`src/rtl/cde_pkg.sv`:
```
// cde_pkg: shared types, constants and pseudo-float helpers for the chi density evaluator.
// Used by every file in rtl/ except cde_if.sv; depends on nothing.
package cde_pkg;

  localparam int KAPPA_MAX = 32;
  localparam int NMUL_W    = $clog2(KAPPA_MAX);
  localparam int NMUL_CELLS = KAPPA_MAX - 1;

  localparam int EXP_W     = 13;
  localparam int EXP_TERMS = 12;
  localparam int TERM_W    = 4;
  localparam int NDIV      = 8;
  localparam int N_W       = 8;
  localparam int T_W       = 39;

  localparam logic [31:0] LN2Q    = 32'hB17217F8;
  localparam logic [32:0] ONE_Q32 = 33'h1_0000_0000;

  // reciprocal multipliers floor(2^S/i), S = 32 + clog2(i)
  localparam logic [32:0] RECIP_M [EXP_TERMS+1] = '{
    33'd0,          33'd4294967296, 33'd4294967296, 33'd5726623061,
    33'd4294967296, 33'd6871947673, 33'd5726623061, 33'd4908534052,
    33'd4294967296, 33'd7635497415, 33'd6871947673, 33'd6247225157,
    33'd5726623061
  };
  localparam logic [5:0] RECIP_S [EXP_TERMS+1] = '{
    6'd32, 6'd32, 6'd33, 6'd34, 6'd34, 6'd35, 6'd35,
    6'd35, 6'd35, 6'd36, 6'd36, 6'd36, 6'd36
  };

  typedef logic signed [EXP_W-1:0] exp_t;

  typedef enum logic [1:0] {
    CFG_MINIMUM   = 2'd0,
    CFG_INV_SIGMA = 2'd1,
    CFG_KAPPA     = 2'd2,
    CFG_NORM      = 2'd3
  } cfg_idx_t;

  typedef struct packed {
    logic [31:0] minimum;
    logic [31:0] inv_sigma;
    logic [5:0]  kappa;
    logic [31:0] norm_factor;
  } cfg_t;

  typedef struct packed {
    logic        z;
    logic [31:0] m;
    exp_t        e;
  } pf_t;

  typedef struct packed {
    logic              below;
    logic              big;
    logic [NMUL_W-1:0] nmul;
    pf_t               x;
    pf_t               acc;
    logic [T_W-1:0]    rem;
    logic [N_W-1:0]    n;
    logic [32:0]       h;
    logic [31:0]       p;
    logic [31:0]       q;
  } item_t;

  function automatic logic [4:0] lzc32(input logic [31:0] v);
    logic [4:0] n;
    logic       found;
    n = '0;
    found = 1'b0;
    for (int b = 31; b >= 0; b--) begin
      if (!found) begin
        if (v[b]) found = 1'b1;
        else n = n + 5'd1;
      end
    end
    return n;
  endfunction

  function automatic pf_t pf_norm32(input logic [31:0] v, input exp_t e0);
    pf_t        r;
    logic [4:0] lz;
    lz  = lzc32(v);
    r.z = (v == 32'd0);
    r.m = v << lz;
    r.e = e0 - exp_t'(lz);
    return r;
  endfunction

  function automatic pf_t pf_mul(input pf_t a, input pf_t b);
    pf_t         r;
    logic [63:0] p;
    p   = 64'(a.m) * 64'(b.m);
    r.z = a.z | b.z;
    if (p[63]) begin
      r.m = p[63:32];
      r.e = a.e + b.e + exp_t'(32);
    end else begin
      r.m = p[62:31];
      r.e = a.e + b.e + exp_t'(31);
    end
    return r;
  endfunction

endpackage

```
`src/rtl/cde_mul_cell.sv`:
```
// cde_mul_cell: one power step acc = acc * x, active when its index is below nmul.
// Depends on cde_pkg.
module cde_mul_cell (
  input  logic                       clk,
  input  logic                       rst_n,
  input  logic [cde_pkg::NMUL_W-1:0] idx,
  input  logic                       in_valid,
  output logic                       in_ready,
  input  cde_pkg::item_t             in_item,
  output logic                       out_valid,
  input  logic                       out_ready,
  output cde_pkg::item_t             out_item
);
  logic           v_r, ld;
  cde_pkg::item_t item_r, item_nxt;

  assign ld       = !v_r || out_ready;
  assign in_ready = ld;

  always_comb begin
    item_nxt = in_item;
    if (in_item.nmul > idx) item_nxt.acc = cde_pkg::pf_mul(in_item.acc, in_item.x);
  end

  always_ff @(posedge clk) begin
    if (!rst_n) v_r <= 1'b0;
    else if (ld) v_r <= in_valid;
  end

  always_ff @(posedge clk) begin
    if (ld) item_r <= item_nxt;
  end

  assign out_valid = v_r;
  assign out_item  = item_r;
endmodule

```
`config.mk`:
```
export PLATFORM = sky130hd
export DESIGN_NAME = cde_mul_cell
export DESIGN_NICKNAME = d
export VERILOG_FILES = /design/src/rtl/cde_pkg.sv /design/src/rtl/cde_mul_cell.sv
export SDC_FILE = /design/constraint.sdc
export NUM_CORES = 2
export LEC_CHECK = 0
export BUFFER_PORTS_ARGS = -buffer_cell sky130_fd_sc_hd__buf_2
export CORE_AREA = 2 2 383 385
export DETAILED_ROUTE_END_ITERATION = 16
export DIE_AREA = 0 0 385 387
export SYNTH_ARGS = -nofsm -noshare
export SYNTH_HDL_FRONTEND = slang
export SYNTH_SLANG_ARGS = --single-unit
```
`constraint.sdc`:
```
create_clock -name clk -period 8 [get_ports clk]
set_input_delay 0 -clock clk [delete_from_list [all_inputs] [get_ports clk]]
set_output_delay 0 -clock clk [all_outputs]
set_load 0.1 [all_outputs]
```
==> impl_metrics.env <==
export IMPL_io_pins=497
export IMPL_viasPerCell=4.57
export IMPL_die_area_um2=149000
export IMPL_htree_levels=2
export IMPL_drt_met1_wl_mm=51.9
export IMPL_die_x_um=385
export IMPL_wl_mm=131
export IMPL_startpoint="in_item[220]"
export IMPL_syn_avg_cell_area_um2=10.2
export IMPL_stdcell_count=6736
export IMPL_dr_pass1_iters=5
export IMPL_cp_max_fo=16
export IMPL_reg2reg_from="out_valid$_SDFFE_PN0P_"
export IMPL_synth_cell_types=63
export IMPL_antenna_found_initial=12
export IMPL_critical_path_top_delay_family="adder cells"
export IMPL_min_to="out_item[228]$_DFFE_PP_"
export IMPL_num_rows=140
export IMPL_worstSetupStartpointType="input port"
export IMPL_synth_cell_area_um2=41700
export IMPL_cp_arrival_ps=7980
export IMPL_dr_max_layer_used="met5"
export IMPL_rrSetupSlack_ps=5540
export IMPL_clk_pin_slew_ps=60
export IMPL_grtUsageTotal=0.178
export IMPL_synth_cells=4099
export IMPL_numPortBuffers=496
export IMPL_die_height_um=387
export IMPL_min_from="in_item[228]"
export IMPL_outcome="complete, no violations"
export IMPL_end_kind="flip-flop"
export IMPL_reg2reg_to="out_valid$_SDFFE_PN0P_"
export IMPL_place_area_um2=47100
export IMPL_synthFlopType="edfxtp_1"
export IMPL_holdCritPathClass="in2reg"
export IMPL_drv_slew=0
export IMPL_cp_num_buf_inv=8
export IMPL_finalSetupViolations=0
export IMPL_stdcell_area_um2=50600
export IMPL_period_share=0.965
export IMPL_ys_ff_latch=244
export IMPL_seq_area_frac_synth=0.175
export IMPL_period_minus_slack_ps=7720
export IMPL_post_place_cells=6459
export IMPL_grt_pass1_wl_mm=202
export IMPL_worstSkewPairLatency_ps=640
export IMPL_synth_edf_count=243
export IMPL_start_util=0.288
export IMPL_slew_limit_headroom=0.330
export IMPL_post_place_ws_ps=-218
export IMPL_clk_path_buf_depth=3
export IMPL_ys_async_sr_fraction=0
export IMPL_synth_fp_nets=5526
export IMPL_wl_met2_mm=65.8
export IMPL_grt_max_degree=138
export IMPL_hold_slack_ps=83.5
export IMPL_max_cap_violations=0
export IMPL_cts_made_buffers=37
export IMPL_final_layout_size_suffix_gt1_frac=0.155
export IMPL_routedWlPerCell_um=19.4
export IMPL_tritoncts="built"
export IMPL_nNetsFinal=6215
export IMPL_hold_depth=2
export IMPL_finalWorstSetupSlack_ps=280
export IMPL_coreArea_um2=145000
export IMPL_reg2reg_depth=4
export IMPL_max_freq_ghz=0.130
export IMPL_dp_hpwl_mm=105
export IMPL_cp_common_cell="fa_1"
export IMPL_detail_route_iter0_violations=1650
export IMPL_cp_required_ps=8260
export IMPL_yosys_warnings=0
export IMPL_skew_ps=80.2
export IMPL_grt_pass1_vias=34300
export IMPL_fillCellCount=14500
export IMPL_drc_errors=0
export IMPL_cts_sinks=244
export IMPL_met3WireLength_mm=8.02
export IMPL_finalHoldViolCount=0
export IMPL_worst_pin_slew_ps=1010
export IMPL_ant_nets=0
export IMPL_syn_to_final_growth_pct=21.3
export IMPL_root_buffer="clkbuf_16"
export IMPL_overflow=0
export IMPL_rsz0062_at_grt="yes"
export IMPL_critPathSlowestCell="fa_1"
export IMPL_finalWeightedCongestion=0.878
export IMPL_max_stage_delay_ps=540
export IMPL_via_count=30800
export IMPL_crit_type="in2reg"
[per-layer routing]
metal | vias up | track usage
li1 | 13700 | -
met1 | 15900 | 0.218
met2 | 979 | 0.313
met3 | 237 | 0.0323
met4 | 10 | 0.0614
met5 | - | 0
[logic make-up after synthesis]
family,Yosys count,share of synthesized area
buf+inv,1098,0.100
simple gates,1242,0.153
flops,244,0.175
xor+xnor,58,0.0122
compound gates,256,0.0395
mux,26,0.00624
fa+ha+maj,1175,0.514
[area by class of cell]
cell class | count | area, µm² | area share
Clock inverter | 30 | 399 | 0.00788
Tap cell | 1917 | 2400 | 0.0474
Timing Repair Buffer | 868 | 5990 | 0.118
Inverter | 880 | 3300 | 0.0653
Clock buffer | 37 | 926 | 0.0183
Sequential cell | 244 | 7320 | 0.145
Multi-Input combinational cell | 2757 | 30300 | 0.598
Antenna cell | 3 | 7.51 | 0.000148
[sequential cells by signal, summed over array words and instances, names as in the netlist]
name and count:
out_valid 1, out_item 243
[worst max path at each step]
stage                               to  slack, ps  cells past startpoint
2_1_floorplan  out_item[173]$_DFFE_PP_        930                     28
3_3_place_gp   out_item[182]$_DFFE_PP_       -150                     27
3_5_place_dp   out_item[182]$_DFFE_PP_       -220                     26
4_1_cts        out_item[182]$_DFFE_PP_         40                     28
5_1_grt        out_item[166]$_DFFE_PP_        -20                     27
6_report       out_item[160]$_DFFE_PP_        280                     27
[worst reg2reg max path, delay by kind of cell (launching register included)]
family	cells	cell delay, ps
AND/OR/NAND/NOR	1	570
flip-flops	1	340
AO/OA/AOI/OAI	1	280
buffers and inverters	2	1160
[stage by stage]
stage | TNS, ps | util
floorplan | 0 | -
global placement | -335 | 0.325
detailed placement | -1330 | 0.325
CTS | 0 | 0.349
global route | -16.1 | 0.349
finish | 0 | 0.349
[Yosys cell counts, drive strengths merged (2+ instances only)]
library cell / number / share of area
fa: 896 / 0.43
inv: 880 / 0.079
and2: 596 / 0.089
nand2: 514 / 0.046
ha: 279 / 0.084
edfxtp: 243 / 0.17
clkbuf: 204 / 0.018
o21ai: 73 / 0.0088
a21oi: 68 / 0.0082
nor2: 46 / 0.0041
xnor2: 33 / 0.0069
a21o: 31 / 0.0056
mux2i: 26 / 0.0062
xor2: 25 / 0.0052
nand4: 24 / 0.0036
o21bai: 18 / 0.0032
nand3: 17 / 0.0020
buf: 14 / 0.0027
nor2b: 11 / 0.0016
a211oi: 10 / 0.0019
and3: 8 / 0.0012
a31oi: 7 / 0.0010
a22oi: 5 / 0.00090
nand2b: 5 / 0.00075
nor3: 5 / 0.00060
nor4: 5 / 0.00075
o211ai: 5 / 0.0010
o21a: 5 / 0.00090
o31ai: 5 / 0.00090
a221oi: 4 / 0.00099
and4: 4 / 0.00084
o2111ai: 4 / 0.00084
o311ai: 4 / 0.0016
a21bo: 2 / 0.00048
a21boi: 2 / 0.00036
a31o: 2 / 0.00042
a41oi: 2 / 0.00042
nor3b: 2 / 0.00036
o22a: 2 / 0.00042
o22ai: 2 / 0.00030
or3: 2 / 0.00030
[layout by cell type, fill, tap and decap left out, types with 6 or more instances in the layout]
cell type,synthesis,routed
a211oi_1,9,9
a21o_1,31,31
a21oi_1,67,65
a31oi_1,7,7
and2_1,595,594
and3_1,8,8
buf_12,2,11
buf_2,8,479
buf_4,1,157
buf_6,2,6
bufinv_16,0,7
clkbuf_16,0,37
clkbuf_4,0,10
clkinv_1,0,6
dlygate4sd3_1,0,205
edfxtp_1,243,243
fa_1,896,896
ha_1,279,278
inv_1,880,880
inv_6,0,7
mux2i_1,26,26
nand2_1,513,513
nand3_1,17,17
nand4_1,24,24
nor2_1,46,45
nor2b_1,11,11
o21ai_0,62,62
o21ai_1,11,11
o21bai_1,18,18
xnor2_1,33,33
xor2_1,25,25
[timing repair]
item | CTS | global route
endpoints found under the setup margin | 0 | 45
endpoints found under the hold margin | 204 | 0
resized for setup | 0 | 39
setup buffers | 0 | 2
hold buffers | 205 | 0
Power is not shown: default switching activity piles up to over one toggle a cycle in this logic, so the estimate is an artifact.
