==> src/rtl/cde_pkg.sv <==
// cde_pkg: shared types, constants and pseudo-float helpers for the chi density evaluator.
// Used by every file in rtl/ except cde_if.sv; depends on nothing.
package cde_pkg;

  localparam int KAPPA_MAX = 32;
  localparam int NMUL_W    = $clog2(KAPPA_MAX);
  localparam int NMUL_CELLS = KAPPA_MAX - 1;

  localparam int EXP_W     = 13;
  localparam int EXP_TERMS = 12;
  localparam int TERM_W    = 4;
  localparam int NDIV      = 8;
  localparam int N_W       = 8;
  localparam int T_W       = 39;

  localparam logic [31:0] LN2Q    = 32'hB17217F8;
  localparam logic [32:0] ONE_Q32 = 33'h1_0000_0000;

  // reciprocal multipliers floor(2^S/i), S = 32 + clog2(i)
  localparam logic [32:0] RECIP_M [EXP_TERMS+1] = '{
    33'd0,          33'd4294967296, 33'd4294967296, 33'd5726623061,
    33'd4294967296, 33'd6871947673, 33'd5726623061, 33'd4908534052,
    33'd4294967296, 33'd7635497415, 33'd6871947673, 33'd6247225157,
    33'd5726623061
  };
  localparam logic [5:0] RECIP_S [EXP_TERMS+1] = '{
    6'd32, 6'd32, 6'd33, 6'd34, 6'd34, 6'd35, 6'd35,
    6'd35, 6'd35, 6'd36, 6'd36, 6'd36, 6'd36
  };

  typedef logic signed [EXP_W-1:0] exp_t;

  typedef enum logic [1:0] {
    CFG_MINIMUM   = 2'd0,
    CFG_INV_SIGMA = 2'd1,
    CFG_KAPPA     = 2'd2,
    CFG_NORM      = 2'd3
  } cfg_idx_t;

  typedef struct packed {
    logic [31:0] minimum;
    logic [31:0] inv_sigma;
    logic [5:0]  kappa;
    logic [31:0] norm_factor;
  } cfg_t;

  typedef struct packed {
    logic        z;
    logic [31:0] m;
    exp_t        e;
  } pf_t;

  typedef struct packed {
    logic              below;
    logic              big;
    logic [NMUL_W-1:0] nmul;
    pf_t               x;
    pf_t               acc;
    logic [T_W-1:0]    rem;
    logic [N_W-1:0]    n;
    logic [32:0]       h;
    logic [31:0]       p;
    logic [31:0]       q;
  } item_t;

  function automatic logic [4:0] lzc32(input logic [31:0] v);
    logic [4:0] n;
    logic       found;
    n = '0;
    found = 1'b0;
    for (int b = 31; b >= 0; b--) begin
      if (!found) begin
        if (v[b]) found = 1'b1;
        else n = n + 5'd1;
      end
    end
    return n;
  endfunction

  function automatic pf_t pf_norm32(input logic [31:0] v, input exp_t e0);
    pf_t        r;
    logic [4:0] lz;
    lz  = lzc32(v);
    r.z = (v == 32'd0);
    r.m = v << lz;
    r.e = e0 - exp_t'(lz);
    return r;
  endfunction

  function automatic pf_t pf_mul(input pf_t a, input pf_t b);
    pf_t         r;
    logic [63:0] p;
    p   = 64'(a.m) * 64'(b.m);
    r.z = a.z | b.z;
    if (p[63]) begin
      r.m = p[63:32];
      r.e = a.e + b.e + exp_t'(32);
    end else begin
      r.m = p[62:31];
      r.e = a.e + b.e + exp_t'(31);
    end
    return r;
  endfunction

endpackage

==> src/rtl/cde_back.sv <==
// cde_back: normalize exp part, final multiply, round to Q16.16 into the output register.
// Depends on cde_pkg.
module cde_back (
  input  logic           clk,
  input  logic           rst_n,
  input  logic           in_valid,
  output logic           in_ready,
  input  cde_pkg::item_t in_item,
  output logic           out_valid,
  input  logic           out_ready,
  output logic [31:0]    out_density,
  output logic           out_below
);
  logic           va_r, vb_r, vc_r, lda, ldb, ldc;
  cde_pkg::item_t a_r, a_nxt, b_r, b_nxt;
  logic [31:0]    dens_r, dens_nxt;
  logic           below_r;
  cde_pkg::exp_t  s;
  logic [5:0]     sh;
  logic [33:0]    rnd;

  assign ldc      = !vc_r || out_ready;
  assign ldb      = !vb_r || ldc;
  assign lda      = !va_r || ldb;
  assign in_ready = lda;

  // exp part h * 2^-(32+n); h lies in [1, 2^32]
  always_comb begin
    a_nxt = in_item;
    if (in_item.h[32]) begin
      a_nxt.x.z = 1'b0;
      a_nxt.x.m = 32'h8000_0000;
      a_nxt.x.e = cde_pkg::exp_t'(-31) - cde_pkg::exp_t'(in_item.n);
    end else begin
      a_nxt.x = cde_pkg::pf_norm32(in_item.h[31:0],
                  cde_pkg::exp_t'(-32) - cde_pkg::exp_t'(in_item.n));
    end
  end

  always_comb begin
    b_nxt     = a_r;
    b_nxt.acc = cde_pkg::pf_mul(a_r.acc, a_r.x);
  end

  always_comb begin
    s   = b_r.acc.e + cde_pkg::exp_t'(16);
    sh  = 6'(-s);
    rnd = '0;
    if (b_r.below || b_r.big || b_r.acc.z) begin
      dens_nxt = '0;
    end else if (s > cde_pkg::exp_t'(0)) begin
      dens_nxt = 32'hFFFF_FFFF;
    end else if (s == cde_pkg::exp_t'(0)) begin
      dens_nxt = b_r.acc.m;
    end else if (s <= cde_pkg::exp_t'(-34)) begin
      dens_nxt = '0;
    end else begin
      rnd      = (34'(b_r.acc.m) + (34'd1 << (sh - 6'd1))) >> sh;
      dens_nxt = rnd[31:0];
    end
  end

  always_ff @(posedge clk) begin
    if (!rst_n) begin
      va_r <= 1'b0;
      vb_r <= 1'b0;
      vc_r <= 1'b0;
    end else begin
      if (lda) va_r <= in_valid;
      if (ldb) vb_r <= va_r;
      if (ldc) vc_r <= vb_r;
    end
  end

  always_ff @(posedge clk) begin
    if (lda) a_r <= a_nxt;
    if (ldb) b_r <= b_nxt;
    if (ldc) begin
      dens_r  <= dens_nxt;
      below_r <= b_r.below;
    end
  end

  assign out_valid   = vc_r;
  assign out_density = dens_r;
  assign out_below   = below_r;
endmodule

==> config.mk <==
export PLATFORM = sky130hd
export DESIGN_NAME = cde_back
export DESIGN_NICKNAME = d
export VERILOG_FILES = /design/src/rtl/cde_pkg.sv /design/src/rtl/cde_back.sv
export SDC_FILE = /design/constraint.sdc
export NUM_CORES = 2
export LEC_CHECK = 0
export ABC_AREA = 1
export ABC_CLOCK_PERIOD_IN_PS = 16900
export BUFFER_PORTS_ARGS = -buffer_cell sky130_fd_sc_hd__buf_2
export CAP_MARGIN = 10
export CORE_ASPECT_RATIO = 1.4
export CORE_MARGIN = 1
export CORE_UTILIZATION = 55
export DETAILED_ROUTE_END_ITERATION = 10
export PLACE_DENSITY = 0.77
export RECOVER_POWER = 100
export SLEW_MARGIN = 20
export SYNTH_ARGS = -nofsm -noshare
export SYNTH_HDL_FRONTEND = slang
export SYNTH_SLANG_ARGS = --single-unit
==> constraint.sdc <==
create_clock -name clk -period 16.9 [get_ports clk]
set_input_delay 5.07 -clock clk [delete_from_list [all_inputs] [get_ports clk]]
set_output_delay 5.07 -clock clk [all_outputs]
set_load 0.01 [all_outputs]
==> impl_metrics.yaml <==
drt:
  wirelength_um: 133600
  drcViolationCount: 0
  via_per_inst: 5.503
  vias: 41080
  ant_nets: 0
  routedWlPerCell_um: 17.89
  drtPass1Iterations: 7
  drt-initial-drc-count: 2987
clock_tree:
  htreeDepth: 4
  cts_sinks: 174
  cts_tree: "built"
  cts-root-buf: "clkbuf_16"
  clockBufferDepth: 2
  cts_inserted_buffers: 17
  clock_latency_ps: 520
  hold_buffers: 0
  clk_pin_slew_ps: 90
timing:
  grt_setup_unrepaired: "yes"
  fmaxAchievable_mhz: 59.13
  slew_headroom_pct: -143.5
  finalCritPeriodShare_pct: 100.1
  finalHoldViolCount: 0
  tns_ps: -11.58
  worst_pin_slew_ps: 3653
  fin_skew_ps: 24.60
  setup_viol: 1
  setup_slack_ps: -11.58
  slew_viol_final: 344
  period_minus_slack_ps: 16910
layout:
  drive_gt1_share_pct: 10.76
  area_growth_syn_to_layout_pct: 10.29
  finalNetCount: 7850
  design_area_mm2: 0.05264
floorplan:
  die_y_um: 350.5
  io_pins: 282
  dieArea_mm2: 0.08797
  rows: 127
  die_w_um: 251.0
  core_area_mm2: 0.08581
  start_util_pct: 55.62
logic_synthesis:
  synth_nets: 7667
  syn_area_mm2: 0.04772
  synth_top_area_cell: "fa_1"
  synth_edf_count: 171
  ys_seq_area_share_pct: 10.89
  syn_avg_cell_area_um2: 7.732
  ys_warn_count: 0
  synth-async-reset-ratio_pct: 0
  synth-seq-cells: 174
  synth_ff_type: "edfxtp_1"
  synth.top_cell.area_share_pct: 37.67
  synth_cell_types: 59
  synthCells: 6172
  synth.area.top_cells: "fa_1 (38%), nand2_1 (14%), inv_1 (12%)"
setup_path:
  crit_type: "input pin to flop"
  arrival_ps: 17180
  max_stage_delay_ps: 320
  startpoint_type: "input pin"
  cpMostUsedCell: "nand2_2"
  crit_required_ps: 17170
  crit_slowest_cell: "ha_1"
  endpoint_kind: "flop"
  crit_fanout: 3
placed_design:
  gp_congestion: 0.9512
  placed_area_mm2: 0.05028
  dp_hpwl_um: 98740
  io_buffers: 127
worst_hold_path:
  hp-class: "flop to flop"
run_status:
  outcome: "finished, violations left"
  violations: "max-capacitance violations, max-slew violations, negative setup slack"
global_route:
  antenna_found_initial: 2
  grt_pass1_wl_um: 214700
  grt-ovfl-total: 0
  grt_max_degree: 66
  grt_pass1_vias: 43200
  track_usage_pct: 31.06
run:
  maxCapViolCount: 8
==> sequential cells by signal, summed over array words and instances, names as in the netlist <==
| register | cells |
|---|---|
| a_r | 90 |
| b_r | 48 |
| out_density | 32 |
| out_below | 1 |
| out_valid | 1 |
| va_r | 1 |
| vb_r | 1 |
==> through the flow <==
step           std cells  hold slack [ps]  utilization (%)  setup WS, ps
2_1_floorplan       6172            400.3                -         14.31
3_3_place_gp        7334            401.3            58.59        -886.7
3_5_place_dp        7334            411.8            58.59         -1064
4_1_cts             7470            434.5            60.49         8.390
5_1_grt             7464            445.0            61.34        -600.5
6_report            7465            430.1            61.34        -11.58
==> cell type report <==
cell class,instances,area (µm²)
antenna,1,2.502
clock buffer,17,425.4
clock inverter,15,168.9
fill,7339,33170
inverter,1510,5685
multi-input combinational,4225,36900
sequential,174,5195
tap,1096,1371
timing repair buffer,427,2884
==> Yosys cell counts, types with 7 or more instances <==
| cell | count |
|---|---|
| a21oi_1 | 142 |
| a31oi_1 | 38 |
| buf_2 | 10 |
| clkbuf_1 | 238 |
| clkinv_1 | 11 |
| edfxtp_1 | 171 |
| fa_1 | 898 |
| ha_1 | 350 |
| inv_1 | 1468 |
| inv_2 | 28 |
| mux2i_1 | 7 |
| nand2_1 | 1830 |
| nand2_2 | 10 |
| nand3_1 | 226 |
| nand4_1 | 19 |
| nor2_1 | 225 |
| nor2_4 | 18 |
| nor2_8 | 8 |
| nor3_1 | 21 |
| o211ai_1 | 17 |
| o21a_1 | 8 |
| o21ai_0 | 188 |
| o21ai_1 | 20 |
| o22ai_1 | 8 |
| or2_2 | 7 |
| xnor2_1 | 30 |
| xor2_1 | 77 |
==> layout by cell type (no fill, tap or decap), drive strengths merged, types with 3 or more instances in the layout <==
cell	n
ha	350
xor2	77
a31oi	38
o211ai	17
buf	372
o22ai	8
xnor2	31
a211oi	3
nand3	234
mux2i	7
or2	12
clkbuf	72
o21bai	5
nor2	256
inv	1506
nand3b	6
nand2	1845
fa	898
nor3	21
o31ai	6
nand4	20
dfxtp	3
clkinv	18
o21ai	208
o221ai	6
a21oi	146
a41oi	4
edfxtp	171
o21a	8
==> critical path, delay by kind of cell <==
family / cells / cell delay (ps)
simple gates: 62 / 5740
fa+ha+maj: 17 / 4060
compound gates: 9 / 1180
buf+inv: 13 / 810
xor+xnor: 2 / 320
==> routing by layer <==
| layer | global-route usage [%] | vias up | wire length, µm |
|---|---|---|---|
| li1 | - | 18590 | - |
| met1 | 34.89 | 20060 | 46840 |
| met2 | 55.25 | 1862 | 67200 |
| met3 | 4.793 | 560 | 10250 |
| met4 | 19.36 | 2 | 9249 |
| met5 | 0 | - | 13 |
==> cells by family after synthesis <==
logic type,Yosys count,synth area share [%]
simple gates,2402,20.69
xor+xnor,108,1.998
flops,174,10.89
compound gates,460,5.330
fa+ha+maj,1248,46.85
mux,7,0.1468
buf+inv,1773,14.11
==> final timing paths <==
kind / cells after the start / startpoint / to / slack, ps
worst min register to register: 0 / a_r[242] / b_r[242] / 430
worst max register to register: 43 / a_r[205] / b_r[149] / 3820
worst min-delay path: 0 / a_r[242] / b_r[242] / 430
worst max-delay path: 103 / in_item[94] / a_r[197] / -10
==> what timing repair did <==
item	in CTS	in global routing
pin swaps	59	139
endpoints found under the hold margin	0	0
gates resized for setup	61	193
buffers inserted	105	13
setup endpoints to repair	20	40
gates cloned	0	0
Power is left out: the tool's default activity adds up to more than one toggle a clock period on the data nets, which glitch-free logic cannot reach.
