`src/rtl/cde_pkg.sv`:
```
// cde_pkg: shared types, constants and pseudo-float helpers for the chi density evaluator.
// Used by every file in rtl/ except cde_if.sv; depends on nothing.
package cde_pkg;

  localparam int KAPPA_MAX = 32;
  localparam int NMUL_W    = $clog2(KAPPA_MAX);
  localparam int NMUL_CELLS = KAPPA_MAX - 1;

  localparam int EXP_W     = 13;
  localparam int EXP_TERMS = 12;
  localparam int TERM_W    = 4;
  localparam int NDIV      = 8;
  localparam int N_W       = 8;
  localparam int T_W       = 39;

  localparam logic [31:0] LN2Q    = 32'hB17217F8;
  localparam logic [32:0] ONE_Q32 = 33'h1_0000_0000;

  // reciprocal multipliers floor(2^S/i), S = 32 + clog2(i)
  localparam logic [32:0] RECIP_M [EXP_TERMS+1] = '{
    33'd0,          33'd4294967296, 33'd4294967296, 33'd5726623061,
    33'd4294967296, 33'd6871947673, 33'd5726623061, 33'd4908534052,
    33'd4294967296, 33'd7635497415, 33'd6871947673, 33'd6247225157,
    33'd5726623061
  };
  localparam logic [5:0] RECIP_S [EXP_TERMS+1] = '{
    6'd32, 6'd32, 6'd33, 6'd34, 6'd34, 6'd35, 6'd35,
    6'd35, 6'd35, 6'd36, 6'd36, 6'd36, 6'd36
  };

  typedef logic signed [EXP_W-1:0] exp_t;

  typedef enum logic [1:0] {
    CFG_MINIMUM   = 2'd0,
    CFG_INV_SIGMA = 2'd1,
    CFG_KAPPA     = 2'd2,
    CFG_NORM      = 2'd3
  } cfg_idx_t;

  typedef struct packed {
    logic [31:0] minimum;
    logic [31:0] inv_sigma;
    logic [5:0]  kappa;
    logic [31:0] norm_factor;
  } cfg_t;

  typedef struct packed {
    logic        z;
    logic [31:0] m;
    exp_t        e;
  } pf_t;

  typedef struct packed {
    logic              below;
    logic              big;
    logic [NMUL_W-1:0] nmul;
    pf_t               x;
    pf_t               acc;
    logic [T_W-1:0]    rem;
    logic [N_W-1:0]    n;
    logic [32:0]       h;
    logic [31:0]       p;
    logic [31:0]       q;
  } item_t;

  function automatic logic [4:0] lzc32(input logic [31:0] v);
    logic [4:0] n;
    logic       found;
    n = '0;
    found = 1'b0;
    for (int b = 31; b >= 0; b--) begin
      if (!found) begin
        if (v[b]) found = 1'b1;
        else n = n + 5'd1;
      end
    end
    return n;
  endfunction

  function automatic pf_t pf_norm32(input logic [31:0] v, input exp_t e0);
    pf_t        r;
    logic [4:0] lz;
    lz  = lzc32(v);
    r.z = (v == 32'd0);
    r.m = v << lz;
    r.e = e0 - exp_t'(lz);
    return r;
  endfunction

  function automatic pf_t pf_mul(input pf_t a, input pf_t b);
    pf_t         r;
    logic [63:0] p;
    p   = 64'(a.m) * 64'(b.m);
    r.z = a.z | b.z;
    if (p[63]) begin
      r.m = p[63:32];
      r.e = a.e + b.e + exp_t'(32);
    end else begin
      r.m = p[62:31];
      r.e = a.e + b.e + exp_t'(31);
    end
    return r;
  endfunction

endpackage

```
`src/rtl/cde_div_cell.sv`:
```
// cde_div_cell: one restoring step of t / ln2, producing one quotient bit.
// Depends on cde_pkg.
module cde_div_cell (
  input  logic           clk,
  input  logic           rst_n,
  input  logic [2:0]     bit_idx,
  input  logic           in_valid,
  output logic           in_ready,
  input  cde_pkg::item_t in_item,
  output logic           out_valid,
  input  logic           out_ready,
  output cde_pkg::item_t out_item
);
  logic           v_r, ld;
  cde_pkg::item_t item_r, item_nxt;
  logic [39:0]    cmp;

  assign ld       = !v_r || out_ready;
  assign in_ready = ld;

  always_comb begin
    item_nxt = in_item;
    cmp      = {8'd0, cde_pkg::LN2Q} << bit_idx;
    if ({1'b0, in_item.rem} >= cmp) begin
      item_nxt.rem          = cde_pkg::T_W'({1'b0, in_item.rem} - cmp);
      item_nxt.n[bit_idx]   = 1'b1;
    end
  end

  always_ff @(posedge clk) begin
    if (!rst_n) v_r <= 1'b0;
    else if (ld) v_r <= in_valid;
  end

  always_ff @(posedge clk) begin
    if (ld) item_r <= item_nxt;
  end

  assign out_valid = v_r;
  assign out_item  = item_r;
endmodule

```
`config.mk`:
```
export PLATFORM = sky130hd
export DESIGN_NAME = cde_div_cell
export DESIGN_NICKNAME = d
export VERILOG_FILES = /design/src/rtl/cde_pkg.sv /design/src/rtl/cde_div_cell.sv
export SDC_FILE = /design/constraint.sdc
export NUM_CORES = 1
export LEC_CHECK = 0
export ABC_AREA = 1
export BUFFER_PORTS_ARGS = -buffer_cell sky130_fd_sc_hd__clkbuf_2
export CAP_MARGIN = 20
export CORE_AREA = 5 5 189 191
export CTS_CLUSTER_SIZE = 20
export DETAILED_ROUTE_END_ITERATION = 16
export DIE_AREA = 0 0 194 196
export PLACE_DENSITY = 0.62
export RECOVER_POWER = 100
export SLEW_MARGIN = 15
export SYNTH_ARGS = -nofsm -noshare
export SYNTH_HDL_FRONTEND = slang
export SYNTH_SLANG_ARGS = --single-unit
export TNS_END_PERCENT = 100
```
`constraint.sdc`:
```
create_clock -name clk -period 15.4 [get_ports clk]
set_input_delay 3.08 -clock clk [delete_from_list [all_inputs] [get_ports clk]]
set_output_delay 3.08 -clock clk [all_outputs]
set_load 0.1 [all_outputs]
```
==> impl_summary.log, run 1 <==
INFO  metric worst_slew_pin_tran = 4.16 ns
INFO  metric timing.critical_path.max_delay_family = buffers and inverters
INFO  metric num_vias = 9,023
INFO  metric hold_crit_path_type = reg -> reg
INFO  metric crit_top_cell = sky130_fd_sc_hd__clkbuf_1
INFO  metric timing.fmax = 0.0950 GHz
INFO  metric cts_tree = done
INFO  metric power_frac_clock = 31.3%
INFO  metric failed_checks = capacitance limit, slew limit
INFO  metric final_period_minus_worst_setup_slack = 10.53 ns
INFO  metric maxSlewViolCount = 307
INFO  metric largest_vdd_supply_drop = 98.8 uV
INFO  metric vias_per_cell = 4.64
INFO  metric synth.largest_area_cell = sky130_fd_sc_hd__edfxtp_1
INFO  metric cts_inserted_buffers = 28
INFO  metric row_count = 68
INFO  metric placedInstanceArea = 0.0138 mm2
INFO  metric start_util = 31.8%
INFO  metric path_buf_inv = 4
INFO  metric pre_cts_slack = 8.08 ns
INFO  metric avgSynthCellArea = 11.4 um2
INFO  metric timing.slew.headroom = -177%
INFO  metric io_buffers = 494
INFO  metric yosysMostFrequentCell = sky130_fd_sc_hd__nand2_1
INFO  metric critPathKind = in -> reg
INFO  metric first_pass_iters = 7
INFO  metric dr.first_iter.drc_count = 666
INFO  metric dpl.hpwl = 37,200 um
INFO  metric post_synth_instance_area = 0.0108 mm2
INFO  metric setup_violations = 0
INFO  metric cp_data_required_time = 15.61 ns
INFO  metric num_io_pins = 495
INFO  metric seqPwrFrac = 37.4%
INFO  metric power_switching_share = 41.0%
INFO  metric multi_input_area = 0.00290 mm2
INFO  metric global_route_wire_length_before_repair = 62,200 um
INFO  metric final_net_count = 1,757
INFO  metric critPathSlowestCell = sky130_fd_sc_hd__clkbuf_1
INFO  metric worst_slack = 4.87 ns
INFO  metric finalHoldWorstSlack = 1.70 ns
INFO  metric max_stage_delay = 3.12 ns
INFO  metric die_width = 194 um
INFO  metric yosysUniqueCellTypes = 30
INFO  metric critPathMaxFanout = 78
INFO  metric groute.usage.overall = 22.3%
INFO  metric cts_resized = 0
INFO  metric cts_setup_buffers = 0
INFO  metric cts.path.max_buffers = 3
INFO  metric area_of_the_die = 0.0380 mm2
INFO  metric pwr-share-comb = 31.3%
INFO  metric clock-root-buffer = sky130_fd_sc_hd__clkbuf_16
INFO  metric rsz_0062_raised_after_global_routing = no
INFO  metric synthTopCellsByCount = sky130_fd_sc_hd__nand2_1 (287), sky130_fd_sc_hd__edfxtp_1 (243), sky130_fd_sc_hd__inv_1 (113)
INFO  metric detail_route.wirelength = 45,300 um
INFO  metric fin_crit_sh = 68.4%
INFO  metric path_cells = clkbuf_1, inv_1, nand2_1, clkbuf_1, clkbuf_1, a21boi_0
INFO  metric tns = 0 ns
INFO  metric clock_latency = 0.55 ns
INFO  metric post_synth_inst_count = 948
INFO  metric cp.arrival = 10.74 ns
INFO  metric ys_seq_elements = 244
INFO  metric maxCapViolCount = 5
INFO  metric cp-start-kind = input port
INFO  metric final_antenna_net_count = 0
INFO  metric clk_pin_slew_worst_paths = 0.07 ns
INFO  metric final_cell_area = 0.0143 mm2
INFO  metric clock-sinks = 244
INFO  metric register_cell_area_after_layout = 0.00732 mm2
INFO  metric wl_per_cell = 23.3 um
INFO  metric proportion_of_synthesized_chip_area_in_sequential_cells = 67.7%
INFO  metric floorplan.die.height = 196 um
INFO  metric layout-drive-gt1-share = 19.4%
INFO  metric first_global_vias = 8,911
INFO  metric worstSetupEndpointType = register
INFO  metric p_int = 1.30 mW
INFO  metric most_common_flop_cell_mapped_by_yosys = sky130_fd_sc_hd__edfxtp_1
INFO  metric synth-async-reset-ratio = 0%
INFO  metric cellPowerDensity = 153 mW/mm2
INFO  metric post_synth_edffs = 243
INFO  metric post-synth-top-area-fraction = 67.5%
INFO  metric final_hold_viol_count = 0
INFO  metric ranking_of_synthesized_cells_by_area = sky130_fd_sc_hd__edfxtp_1 (67%), sky130_fd_sc_hd__nand2_1 (10%), sky130_fd_sc_hd__ha_1 (4.9%)
INFO  metric drt_drc_violations_left = 0
INFO  metric globalRouteOverflowTotal = 0
INFO  metric layout_fillers = 3,453
INFO  metric status = finished, violations left
INFO  metric design.core.area = 0.0339 mm2
INFO  metric net-switching-power = 0.901 mW
INFO  metric layout-area-overhead-vs-synth = 32.6%
INFO  metric fin_skew = 0.0241 ns
INFO  metric ys.warnings.count = 0
INFO  metric gpl.final_weighted_congestion = 0.957
INFO  metric cts_htree_levels = 1
INFO  metric net_count_after_synthesis = 1,240
INFO  metric postCtsHoldBufs = 0
INFO  metric initial_antenna_violation_count = 13
INFO  metric p_leak = 6.31 nW
INFO  metric pin_count_of_the_biggest_net_entering_global_routing = 79
[through the flow]
| step | cells | util (%) | power [mW] |
|---|---|---|---|
| 2_1_floorplan | 948 | - | 1.40 |
| 3_3_place_gp | 1890 | 40.6 | 1.54 |
| 3_5_place_dp | 1890 | 40.6 | 1.55 |
| 4_1_cts | 1942 | 43.4 | 2.24 |
| 5_1_grt | 1944 | 42.2 | 2.28 |
| 6_report | 1946 | 42.2 | 2.20 |
[final timing paths]
check	startpoint	depth (start not counted)	end	slack (ns)
min	out_valid$_SDFFE_PN0P_	1	out_item[174]$_DFFE_PP_	1.70
min reg2reg	out_valid$_SDFFE_PN0P_	1	out_item[174]$_DFFE_PP_	1.70
max reg2reg	out_valid$_SDFFE_PN0P_	4	out_valid$_SDFFE_PN0P_	7.27
max	out_ready	6	out_valid$_SDFFE_PN0P_	4.87
[state kept, by name, summed over array words and instances, names as in the netlist]
signal / count
out_item: 243
out_valid: 1
[power groups by stage]
stage               sequential, mW  combinational [mW]  clock [mW]
CTS                          0.821               0.714       0.706
detailed placement           0.834               0.712           0
finish                       0.822               0.689       0.687
global route                 0.827               0.716       0.735
floorplan                     1.27               0.135           0
global placement             0.833               0.710           0
[layout by cell type, fill, tap and decap left out, types with 5 or more instances in the layout]
master,count
sky130_fd_sc_hd__clkbuf_1,267
sky130_fd_sc_hd__clkbuf_2,231
sky130_fd_sc_hd__nand4_1,6
sky130_fd_sc_hd__ha_1,42
sky130_fd_sc_hd__nor2_1,73
sky130_fd_sc_hd__clkbuf_16,29
sky130_fd_sc_hd__clkinv_1,5
sky130_fd_sc_hd__edfxtp_1,243
sky130_fd_sc_hd__o21ai_0,38
sky130_fd_sc_hd__nand3_1,48
sky130_fd_sc_hd__xnor2_1,17
sky130_fd_sc_hd__nand2_1,289
sky130_fd_sc_hd__a21oi_1,28
sky130_fd_sc_hd__nor3_1,7
sky130_fd_sc_hd__o21bai_1,11
sky130_fd_sc_hd__inv_1,113
[layer usage]
metal	vias up	track usage [%]	part of all wire, %
met3	89	7.93	9.2
met1	4289	25.7	37
met4	16	8.07	3.3
met2	384	38.6	50
met5	-	0	0.21
li1	4245	-	-
[kinds of logic after synthesis]
family / count (synthesis) / synth area share, %
and+or+nand+nor: 436 / 16.4
DFF: 244 / 67.7
buffers and inverters: 125 / 4.81
AOI/OAI and AO/OA: 83 / 4.74
adders and majority gates: 42 / 4.86
xor gates and xnor gates: 18 / 1.46
[final cells by class]
cell class	count	area share (%)
inverter	115	3.02
sequential	244	51.0
antenna	4	0.0698
timing repair buffer	497	15.0
multi-input combinational	579	20.2
clock inverter	22	1.54
tap	455	3.97
clock buffer	30	5.09
Note: power is estimated with default switching activity, not from simulation.
==> run 2, diff against run 1 <==
- ABC_AREA: 1 -> 0
- CORE_AREA: 5 5 189 191 -> 5 5 191 193
- DIE_AREA: 0 0 194 196 -> 0 0 196 198
- PLACE_DENSITY: 0.62 -> 0.58
- clock period: 15.4 -> 9.7 ns (I/O delays scaled with it)
==> impl_summary.log, run 2 <==
INFO  metric status = finished, violations left
INFO  metric failed_checks = capacitance limit, slew limit
INFO  metric final_hold_viol_count = 0 (unchanged)
INFO  metric p_int = 1.99 mW (+54%)
INFO  metric fin_skew = 0.0106 ns (-0.0135 ns)
INFO  metric p_leak = 5.32 nW (-16%)
INFO  metric pre_cts_slack = 3.26 ns (-4.82 ns)
INFO  metric hp-start = in_item[49]
INFO  metric global_route_wire_length_before_repair = 48,200 um (-22%)
INFO  metric rsz_0062_raised_after_global_routing = no
INFO  metric first_pass_iters = 4 (-3)
INFO  metric post_synth_edffs = 243 (unchanged)
INFO  metric cts.path.max_buffers = 3 (unchanged)
INFO  metric worst_slack = 2.48 ns (-2.39 ns)
INFO  metric layout_fillers = 3,446 (-0.20%)
INFO  metric most_common_flop_cell_mapped_by_yosys = sky130_fd_sc_hd__edfxtp_1
INFO  metric wl_per_cell = 22.5 um (-3.5%)
INFO  metric postCtsHoldBufs = 0 (unchanged)
INFO  metric cts_resized = 0 (unchanged)
INFO  metric layout-area-overhead-vs-synth = 36.2%
INFO  metric setup_violations = 0 (unchanged)
INFO  metric holdPathEnd = out_item[49]$_DFFE_PP_
INFO  metric final_net_count = 1,378 (-22%)
INFO  metric start_util = 28.4% (-3.4 points)
INFO  metric critPathMaxFanout = 66 (-15%)
INFO  metric io_buffers = 494 (unchanged)
INFO  metric timing.hold.worst_path_depth = 1 (unchanged)
INFO  metric final_antenna_net_count = 0 (unchanged)
INFO  metric cts_inserted_buffers = 28 (unchanged)
INFO  metric drt_drc_violations_left = 0 (unchanged)
INFO  metric cellPowerDensity = 250 mW/mm2 (+63%)
INFO  metric clock_latency = 0.56 ns (about the same)
INFO  metric timing.critical_path.max_delay_family = buffers and inverters
INFO  metric num_vias = 7,002 (-22%)
INFO  metric die_width = 196 um (+1.0%)
INFO  metric gpl.final_weighted_congestion = 0.881 (-7.9%)
INFO  metric cts_htree_levels = 1 (unchanged)
INFO  metric yosysMostFrequentCell = sky130_fd_sc_hd__edfxtp_1
INFO  metric critPathSlowestCell = sky130_fd_sc_hd__clkbuf_1
INFO  metric worstSetupEndpointType = register
INFO  metric ys_seq_elements = 244 (unchanged)
INFO  metric post_synth_inst_count = 566 (-40%)
INFO  metric vias_per_cell = 4.48 (-3.4%)
INFO  metric synthTopCellsByCount = sky130_fd_sc_hd__edfxtp_1 (243), sky130_fd_sc_hd__ha_1 (42), sky130_fd_sc_hd__a21oi_1 (33)
INFO  metric synth.largest_area_cell = sky130_fd_sc_hd__edfxtp_1
INFO  metric max_stage_delay = 2.19 ns (-0.93 ns)
INFO  metric maxCapViolCount = 3 (-2)
INFO  metric post-synth-top-area-fraction = 74.8% (+7.3 points)
INFO  metric num_io_pins = 495 (unchanged)
INFO  metric cts_tree = done
INFO  metric ys.warnings.count = 0 (unchanged)
INFO  metric net-switching-power = 1.33 mW (+48%)
INFO  metric pin_count_of_the_biggest_net_entering_global_routing = 87 (+10%)
INFO  metric pwr-share-comb = 31.2% (about the same)
INFO  metric cp.depth = 4 (-2)
INFO  metric cp_data_required_time = 9.85 ns (-5.76 ns)
INFO  metric worst_r2r_endpoint = out_item[238]$_DFFE_PP_
INFO  metric ranking_of_synthesized_cells_by_area = sky130_fd_sc_hd__edfxtp_1 (75%), sky130_fd_sc_hd__ha_1 (5.4%), sky130_fd_sc_hd__mux2_2 (3.7%)
INFO  metric tns = 0 ns (unchanged)
INFO  metric worst_slew_pin_tran = 2.94 ns (-1.22 ns)
INFO  metric maxSlewViolCount = 165 (-46%)
INFO  metric placedInstanceArea = 0.0128 mm2 (-7.3%)
INFO  metric detail_route.wirelength = 35,100 um (-22%)
INFO  metric dr.first_iter.drc_count = 418 (-37%)
INFO  metric clock-sinks = 244 (unchanged)
INFO  metric final_period_minus_worst_setup_slack = 7.22 ns
INFO  metric proportion_of_synthesized_chip_area_in_sequential_cells = 75.0% (+7.3 points)
INFO  metric area_of_the_die = 0.0388 mm2 (+2.1%)
INFO  metric groute.usage.overall = 16.7% (-5.6 points)
INFO  metric final_common_cell = sky130_fd_sc_hd__clkbuf_1
INFO  metric largest_vdd_supply_drop = 148 uV (+50%)
INFO  metric largest_register_ff_count = 243 (unchanged)
INFO  metric seqPwrFrac = 39.2% (+1.8 points)
INFO  metric cp-start-kind = input port
INFO  metric crit_top_cell = sky130_fd_sc_hd__clkbuf_2
INFO  metric synth-async-reset-ratio = 0% (unchanged)
INFO  metric dpl.hpwl = 28,400 um (-24%)
INFO  metric clk_pin_slew_worst_paths = 0.06 ns (about the same)
INFO  metric finalHoldWorstSlack = 1.56 ns (-0.142 ns)
INFO  metric timing.slew.headroom = -96.2% (+81 points)
INFO  metric floorplan.die.height = 198 um (+1.0%)
INFO  metric yosysUniqueCellTypes = 51 (+70%)
INFO  metric hold_crit_path_type = in -> reg
INFO  metric post_synth_instance_area = 0.00976 mm2 (-9.7%)
INFO  metric first_global_vias = 7,115 (-20%)
INFO  metric timing.fmax = 0.138 GHz
INFO  metric cp.arrival = 7.38 ns (-3.36 ns)
INFO  metric layout.cells.non_filler = 1,563 (-20%)
INFO  metric initial_antenna_violation_count = 7 (-6)
INFO  metric fin_crit_sh = 74.5%
INFO  metric path_cells = clkbuf_2, nand2b_1, clkbuf_1, clkbuf_2
INFO  metric r2r_setup_slack = 3.72 ns (-3.55 ns)
INFO  metric dp_cells = 1,511 (-20%)
INFO  metric net_count_after_synthesis = 858 (-31%)
INFO  metric layout-drive-gt1-share = 29.6% (+10 points)
INFO  metric worstReg2RegStart = out_valid$_SDFFE_PN0P_
INFO  metric cts_setup_buffers = 0 (unchanged)
INFO  metric design.core.area = 0.0344 mm2 (+1.3%)
INFO  metric reg2reg_depth = 3 (-1)
INFO  metric row_count = 68 (unchanged)
INFO  metric avgSynthCellArea = 17.2 um2 (+51%)
INFO  metric critPathKind = in -> reg
INFO  metric final_cell_area = 0.0133 mm2 (-7.3%)
INFO  metric power_switching_share = 40.1% (-0.88 points)
INFO  metric path_buf_inv = 3 (-1)
INFO  metric layout_common_cells = sky130_fd_sc_hd__clkbuf_1 (260), sky130_fd_sc_hd__edfxtp_1 (243), sky130_fd_sc_hd__clkbuf_2 (241), sky130_fd_sc_hd__ha_1 (42), sky130_fd_sc_hd__a21oi_1 (33)
INFO  metric globalRouteOverflowTotal = 0 (unchanged)
INFO  metric clock-root-buffer = sky130_fd_sc_hd__clkbuf_16
INFO  metric power_frac_clock = 29.6% (-1.7 points)
-- run 2: cell count changes after synthesis, sizes merged, moves of 10 or more --
cell   change
inv       -98
mux2      +33
nand3     -44
nand2    -268
o21ai     -26
xor2      +10
nor2      -49
-- run 2: logic make-up (layout without fill, tap and decap cells) --
logic type      Yosys count  in the layout  synth area share, %
fa+ha+maj                42             42                 5.38
buf+inv                  26            567                 1.28
flops                   244            244                 75.0
xor+xnor                 28             28                 2.51
mux                      38             38                 4.32
simple gates             87             87                 4.20
other cells               0              1                    0
compound gates          101            101                 7.34
-- run 2: power groups by stage --
stage	combinational, mW	sequential, mW	clock, mW
after global routing	1.07	1.31	1.07
after detailed placement	1.07	1.33	0
final	1.04	1.30	0.986
after global placement	1.07	1.32	0
after floorplan	0.178	2.01	0
after CTS	1.07	1.31	1.02
-- run 2: final cells by class --
class	instances	area (um2)	area share, %
Tap cell	455	569	4.28
Inverter	17	63.8	0.480
Antenna cell	1	2.50	0.0188
Clock inverter	18	145	1.09
Timing Repair Buffer	499	2190	16.4
Multi-Input combinational cell	296	2290	17.2
Clock buffer	33	719	5.41
Sequential cell	244	7320	55.0
-- run 2: per-layer routing --
layer | vias to the layer above | wire length, um | part of all wire, % | track usage [%]
met4 | 12 | 1210 | 3.5 | 5.95
met1 | 3362 | 12300 | 35 | 18.1
met3 | 62 | 3420 | 9.7 | 6.58
li1 | 3255 | - | - | -
met5 | - | 64 | 0.18 | 0
met2 | 311 | 18100 | 51 | 29.8
-- run 2: worst max path at each step --
| stage | end | start | slack (ns) |
|---|---|---|---|
| after global placement | out_item[136]$_DFFE_PP_ | bit_idx[0] | 3.30 |
| after CTS | out_item[127]$_DFFE_PP_ | bit_idx[0] | 3.83 |
| after global routing | out_item[7]$_DFFE_PP_ | out_ready | 1.97 |
| after detailed placement | out_item[134]$_DFFE_PP_ | bit_idx[0] | 3.26 |
| final | out_item[238]$_DFFE_PP_ | out_ready | 2.48 |
| after floorplan | in_ready | out_ready | 2.39 |
-- run 2: stage by stage --
step | util [%] | total power, mW
floorplan | - | 2.19
detailed placement | 37.2 | 2.39
CTS | 39.7 | 3.40
global route | 38.7 | 3.45
finish | 38.7 | 3.33
global placement | 37.2 | 2.39
